==> config.mk <==
export PLATFORM = sky130hd
export DESIGN_NAME = pid_power_regulator
export DESIGN_NICKNAME = d
export VERILOG_FILES = /design/src/rtl/pidpr_pkg.sv /design/src/rtl/pid_power_regulator.sv
export SDC_FILE = /design/constraint.sdc
export NUM_CORES = 2
export LEC_CHECK = 0
export ABC_AREA = 1
export BUFFER_PORTS_ARGS = -buffer_cell sky130_fd_sc_hd__buf_4
export CAP_MARGIN = 20
export CORE_MARGIN = 8
export CORE_UTILIZATION = 45
export DETAILED_ROUTE_END_ITERATION = 8
export SYNTH_ARGS = -nofsm -noshare
export SYNTH_HDL_FRONTEND = slang
export SYNTH_SLANG_ARGS = --single-unit
export TNS_END_PERCENT = 20
==> constraint.sdc <==
create_clock -name clk -period 11.57 [get_ports clk]
set_input_delay 0 -clock clk [delete_from_list [all_inputs] [get_ports clk]]
set_output_delay 0 -clock clk [all_outputs]
set_load 0.005 [all_outputs]
==> src/rtl/pidpr_pkg.sv <==
`default_nettype none
package pidpr_pkg;

	// fixed field widths
	localparam int GAIN_W   = 15;
	localparam int DRIVE_W  = 14;
	localparam int OUT_W    = ((DRIVE_W + 7) / 8) * 8;
	localparam int INTEG_W  = 7;
	localparam int CFG_IDX_W = 8;
	localparam int CFG_DATA_W = GAIN_W;

	localparam int INTEG_LIMIT = 50;
	localparam int DRIVE_LIMIT = 5000;

	localparam logic [GAIN_W-1:0] GAIN_RESET = GAIN_W'(256);

	// register map
	typedef enum logic [CFG_IDX_W-1:0] {
		REG_ENABLE     = CFG_IDX_W'(0),
		REG_PROP_GAIN  = CFG_IDX_W'(1),
		REG_INTEG_GAIN = CFG_IDX_W'(2),
		REG_DERIV_GAIN = CFG_IDX_W'(3)
	} reg_idx_t;

endpackage
`default_nettype wire

==> src/rtl/pid_power_regulator.sv <==
// An input transaction reaches its output transaction through the input
// register, then the arithmetic into the output register.
// Throughput: one sample pair per cycle unless the output stalls; integrator
// and previous-error registers close their loop in the single arithmetic stage.
// Reset (arst_n low, asynchronous): loop disabled, gains 1.0, integrator and
// previous error cleared, pipeline empty.
`default_nettype none
module pid_power_regulator #(
	parameter int SAMPLE_BITS    = 15,
	parameter int GAIN_FRAC_BITS = 8
) (
	input  wire logic                                   clk,
	input  wire logic                                   arst_n,
	// config write channel
	input  wire logic                                   cfg_valid,
	output logic                                        cfg_ready,
	input  wire logic [pidpr_pkg::CFG_IDX_W-1:0]        cfg_index,
	input  wire logic [pidpr_pkg::CFG_DATA_W-1:0]       cfg_data,
	// sample stream
	input  wire logic                                   s_tvalid,
	output logic                                        s_tready,
	// s_tdata: setpoint [SAMPLE_BITS-1:0], measured above it, zero pad
	input  wire logic [((2*SAMPLE_BITS+7)/8)*8-1:0]     s_tdata,
	// drive stream
	output logic                                        m_tvalid,
	input  wire logic                                   m_tready,
	// m_tdata: drive [13:0] (two's complement), zero pad [15:14]
	output logic [pidpr_pkg::OUT_W-1:0]                 m_tdata
);

	localparam int EW = SAMPLE_BITS + 1;                // error width
	localparam int GW = pidpr_pkg::GAIN_W;
	localparam int IW = pidpr_pkg::INTEG_W;
	localparam int SW = EW + GW + 3;                    // product sum width

	localparam logic signed [SW-1:0] TRUNC_BIAS =
		{{(SW-GAIN_FRAC_BITS){1'b0}}, {GAIN_FRAC_BITS{1'b1}}};

	// ---------------------------------------------------------------
	// Configuration registers: always ready, unknown indexes dropped.
	// ---------------------------------------------------------------
	logic          enable_q;
	logic [GW-1:0] kp_q, ki_q, kd_q;

	assign cfg_ready = 1'b1;

	always_ff @(posedge clk or negedge arst_n) begin
		if (!arst_n) begin
			enable_q <= 1'b0;
			kp_q     <= pidpr_pkg::GAIN_RESET;
			ki_q     <= pidpr_pkg::GAIN_RESET;
			kd_q     <= pidpr_pkg::GAIN_RESET;
		end else if (cfg_valid && cfg_ready) begin
			case (pidpr_pkg::reg_idx_t'(cfg_index))
				pidpr_pkg::REG_ENABLE:     enable_q <= cfg_data[0];
				pidpr_pkg::REG_PROP_GAIN:  kp_q     <= cfg_data[GW-1:0];
				pidpr_pkg::REG_INTEG_GAIN: ki_q     <= cfg_data[GW-1:0];
				pidpr_pkg::REG_DERIV_GAIN: kd_q     <= cfg_data[GW-1:0];
				default: ;
			endcase
		end
	end

	// ---------------------------------------------------------------
	// Handshake. Stage 1 holds the accepted sample; it moves into the
	// output register whenever that register is empty or being drained.
	// Samples arriving while disabled are taken and dropped.
	// ---------------------------------------------------------------
	logic                   valid_s1;
	logic [SAMPLE_BITS-1:0] sp_s1, ms_s1;
	logic                   out_free;
	logic                   advance;

	assign out_free = !m_tvalid || m_tready;
	assign s_tready = !valid_s1 || out_free;
	assign advance  = valid_s1 && out_free;

	always_ff @(posedge clk or negedge arst_n) begin
		if (!arst_n) begin
			valid_s1 <= 1'b0;
		end else if (s_tready) begin
			valid_s1 <= s_tvalid && enable_q;
		end
	end

	always_ff @(posedge clk) begin
		if (s_tready && s_tvalid) begin
			sp_s1 <= s_tdata[SAMPLE_BITS-1:0];
			ms_s1 <= s_tdata[2*SAMPLE_BITS-1:SAMPLE_BITS];
		end
	end

	// ---------------------------------------------------------------
	// PID arithmetic, one pass.
	// ---------------------------------------------------------------
	logic signed [IW-1:0]  integ_q;
	logic signed [EW-1:0]  prev_err_q;

	logic signed [EW-1:0]  err;
	logic signed [EW:0]    integ_raw;
	logic signed [IW-1:0]  integ_nxt;
	logic signed [EW:0]    deriv;
	logic signed [GW:0]    kp_s, ki_s, kd_s;
	logic signed [EW+GW:0] p_prop;
	logic signed [IW+GW:0] p_integ;
	logic signed [EW+GW+1:0] p_deriv;
	logic signed [SW-1:0]  sum;
	logic signed [SW-1:0]  sum_adj;
	logic signed [SW-1:0]  quo;
	logic signed [pidpr_pkg::DRIVE_W-1:0] drive;

	assign err = $signed(EW'(sp_s1)) - $signed(EW'(ms_s1));

	// integrator with clamp to +/-50
	assign integ_raw = (EW+1)'(integ_q) + (EW+1)'(err);
	always_comb begin
		if (integ_raw > pidpr_pkg::INTEG_LIMIT)
			integ_nxt = IW'(pidpr_pkg::INTEG_LIMIT);
		else if (integ_raw < -pidpr_pkg::INTEG_LIMIT)
			integ_nxt = IW'(-pidpr_pkg::INTEG_LIMIT);
		else
			integ_nxt = IW'(integ_raw);
	end

	assign deriv = (EW+1)'(err) - (EW+1)'(prev_err_q);

	assign kp_s = $signed({1'b0, kp_q});
	assign ki_s = $signed({1'b0, ki_q});
	assign kd_s = $signed({1'b0, kd_q});

	assign p_prop  = err * kp_s;
	assign p_integ = integ_nxt * ki_s;
	assign p_deriv = deriv * kd_s;

	assign sum = SW'(p_prop) + SW'(p_integ) + SW'(p_deriv);

	// drop fraction bits, rounding toward zero
	assign sum_adj = sum[SW-1] ? sum + TRUNC_BIAS : sum;
	assign quo     = sum_adj >>> GAIN_FRAC_BITS;

	always_comb begin
		if (quo > pidpr_pkg::DRIVE_LIMIT)
			drive = pidpr_pkg::DRIVE_W'(pidpr_pkg::DRIVE_LIMIT);
		else if (quo < -pidpr_pkg::DRIVE_LIMIT)
			drive = pidpr_pkg::DRIVE_W'(-pidpr_pkg::DRIVE_LIMIT);
		else
			drive = pidpr_pkg::DRIVE_W'(quo);
	end

	// loop state only moves when a sample is consumed
	always_ff @(posedge clk or negedge arst_n) begin
		if (!arst_n) begin
			integ_q    <= '0;
			prev_err_q <= '0;
		end else if (advance) begin
			integ_q    <= integ_nxt;
			prev_err_q <= err;
		end
	end

	// ---------------------------------------------------------------
	// Output register
	// ---------------------------------------------------------------
	always_ff @(posedge clk or negedge arst_n) begin
		if (!arst_n) begin
			m_tvalid <= 1'b0;
		end else if (out_free) begin
			m_tvalid <= valid_s1;
		end
	end

	always_ff @(posedge clk) begin
		if (advance) begin
			m_tdata <= pidpr_pkg::OUT_W'({1'b0, drive} & {1'b0, {pidpr_pkg::DRIVE_W{1'b1}}});
		end
	end

endmodule
`default_nettype wire

==> metrics <==
Placed Area roughly 35,000 µm²; Tmin final approximately 11,000 ps; Clock Skew ~19 ps; critical setup path kind reg2reg; Worst-Skew Late Latency roughly 480 ps; unrepaired setup endpoints after global routing true; Slew HR around a third; Pins Over Slew Limit 0; flop-to-flop setup slack approximately 250 ps; Avg Vias per Cell around 4.9; ys flop type dfrtp_1; Layout Utilization a little over half; area grow syn2layout 17.9%; GRT Util Overall 24.6%; final WL 93.7 mm; antenna violations before repair 1; CTS tree built; IO Pins 79; commonest non-fill, non-tap cell in the layout inv_1; GPL Wtd Cong ~0.98; DRC 0; period utilization a little over nine tenths; number of synthesized register bits roughly 120; max capacitance violation total 0; first-pass GRT wire length between 100 and 150 mm; total grt overflow 0; CTS max path bufs 2; Worst Hold Margin approximately 210 ps; cell area after synthesis about 32,000 µm²; Post-synth EDFFs 44; layout cells sized above 1 15.5%; Reg2Reg Launch Point sp_s1[0]$_DFFE_PP_; post-synthesis sequential area ratio roughly a tenth; Clock Sink Count around 120; CTS Root Cell clkbuf_16; Die Ht about 280 µm; min-delay worst type in2async; Ys Warns 0; DR WL/cell ~18 µm; diode count 0; routed vias 26.0k; post-route cell area approximately 37,000 µm²; Critical Path Fanout Max 12; Syn Area/Cell 8.03 µm²; CTS HTree Levels 4; Hold Fails Final Rpt 0; # fillers 6,692; arrival time worst endpoint about 12,000 ps; largest net degree at the start of global routing between 70 and 80; die area roughly 80,000 µm²; CP required roughly 12,000 ps; router iterations before antenna repair 5; vias in the first global route ~27k; DRT iter0 DRCs 1,846; Async SR Flop Fraction between 60% and 70%; status complete, no violations; Worst-path clk slew about 70 ps; Worst path slowest cell fa_1; Post-DP HPWL about 81 mm; Cells after Synth around 3.9k; element type at the critical path start flip-flop; Achievable Freq approximately 88 MHz; most frequent cells in the layout 1,046 x inv_1, 892 x nand2_1, 668 x fa_1; num rows a little under 100; Starting Density a little under half; max incr delay on CP just under 600 ps; RR Endpoint m_tdata[0]$_SDFFCE_PP0P_; nets 5,288; Routed Antenna Nets 0; FF-to-FF path depth 58; sum of negative setup slack 0 ps; Final Setup Violations 0; CP endpoint kind flip-flop; Core ar. 69,900 µm²; Die W 281 µm; Num CTS Buffers 17; I/O Buffers between 70 and 80; synth unique cells 53; worst slew pin tran between 900 and 1000 ps
-- worst max-delay path, delay by kind of cell (launching register included) --
kind / cells / cell delay (ps)
AOI/OAI and AO/OA: 8 / 970
adders and majority gates: 12 / 5290
buffers and inverters: 13 / 1470
DFF: 1 / 360
and+or+nand+nor: 25 / 3060
-- worst max-delay path by stage --
stage,from,end,slack [ps]
2_1_floorplan,sp_s1[0]$_DFFE_PP_,m_tdata[10]$_SDFFCE_PN0P_,640
3_3_place_gp,sp_s1[0]$_DFFE_PP_,m_tdata[4]$_SDFFCE_PN0P_,-4
3_5_place_dp,sp_s1[0]$_DFFE_PP_,m_tdata[0]$_SDFFCE_PP0P_,-120
4_1_cts,sp_s1[0]$_DFFE_PP_,m_tdata[0]$_SDFFCE_PP0P_,6
5_1_grt,sp_s1[2]$_DFFE_PP_,m_tdata[3]$_SDFFCE_PP1P_,-330
6_report,sp_s1[0]$_DFFE_PP_,m_tdata[0]$_SDFFCE_PP0P_,250
-- cells by family (layout without fill, tap and decap cells) --
kind of cell	after synthesis	after routing	share of synthesized area, %
AOI/OAI and AO/OA	192	192	3.32
buffers and inverters	1175	1555	14.1
adders and majority gates	911	911	52.0
xor gates and xnor gates	31	31	0.857
other	2	3	0.0237
DFF	115	115	9.78
and+or+nand+nor	1521	1523	20.0
-- sequential cells by signal, summed over array words and instances, names as in the netlist, 7 cells and up --
register and flops:
kp_q 15, m_tdata 14, ki_q 15, kd_q 15, sp_s1 15, integ_q 7
prev_err_q 16, ms_s1 15
-- synth_stat cells, drive strengths merged (6+ instances only) --
cell       n  area share, %
a21o       6           0.14
a21oi     76            1.2
buf       14           0.32
clkbuf    85            1.0
clkinv    10           0.12
dfrtp     68            5.4
edfxtp    44            4.2
fa       676             43
ha       235            9.3
inv     1066             13
nand2    952             12
nand3    117            2.0
nand3b     8           0.19
nand4     33           0.65
nor2     356            4.6
nor3      18           0.30
o21ai     90            1.4
or2       26           0.51
xnor2      6           0.17
xor2      25           0.69
-- cell type report --
| type | instances | area (µm²) | share of cell area (%) |
|---|---|---|---|
| flip-flops and latches | 115 | 3100 | 8.30 |
| well taps | 940 | 1180 | 3.15 |
| multi-input cells | 2660 | 24800 | 66.5 |
| inverters | 1076 | 4040 | 10.8 |
| clock buffers | 17 | 425 | 1.14 |
| clock inverters | 15 | 145 | 0.388 |
| repair buffers | 447 | 3650 | 9.76 |
-- metal layers --
metal	vias to the layer above	GRT usage [%]	wire, µm
li1	12200	-	-
met1	12900	33.4	40400
met2	817	38.8	42200
met3	155	4.09	6580
met4	0	10.9	4550
met5	-	0	0
-- per-stage QoR --
stage / std cells / setup WS (ps)
CTS: 5255 / 6.12
global placement: 5166 / -3.73
global route: 5270 / -329
floorplan: 3948 / 637
detailed placement: 5166 / -119
finish: 5270 / 246
-- repair_timing --
action                                  in CTS  in global routing
endpoints found under the hold margin      146                  0
pin swaps                                    3                 38
hold buffers                                53                  0
setup buffers                                4                 12
cloned                                       0                  2
gates resized for setup                     14                155
endpoints found under the setup margin      13                 14
Power is left out: the tool's default activity adds up to more than one toggle a clock period on the data nets, which glitch-free logic cannot reach.
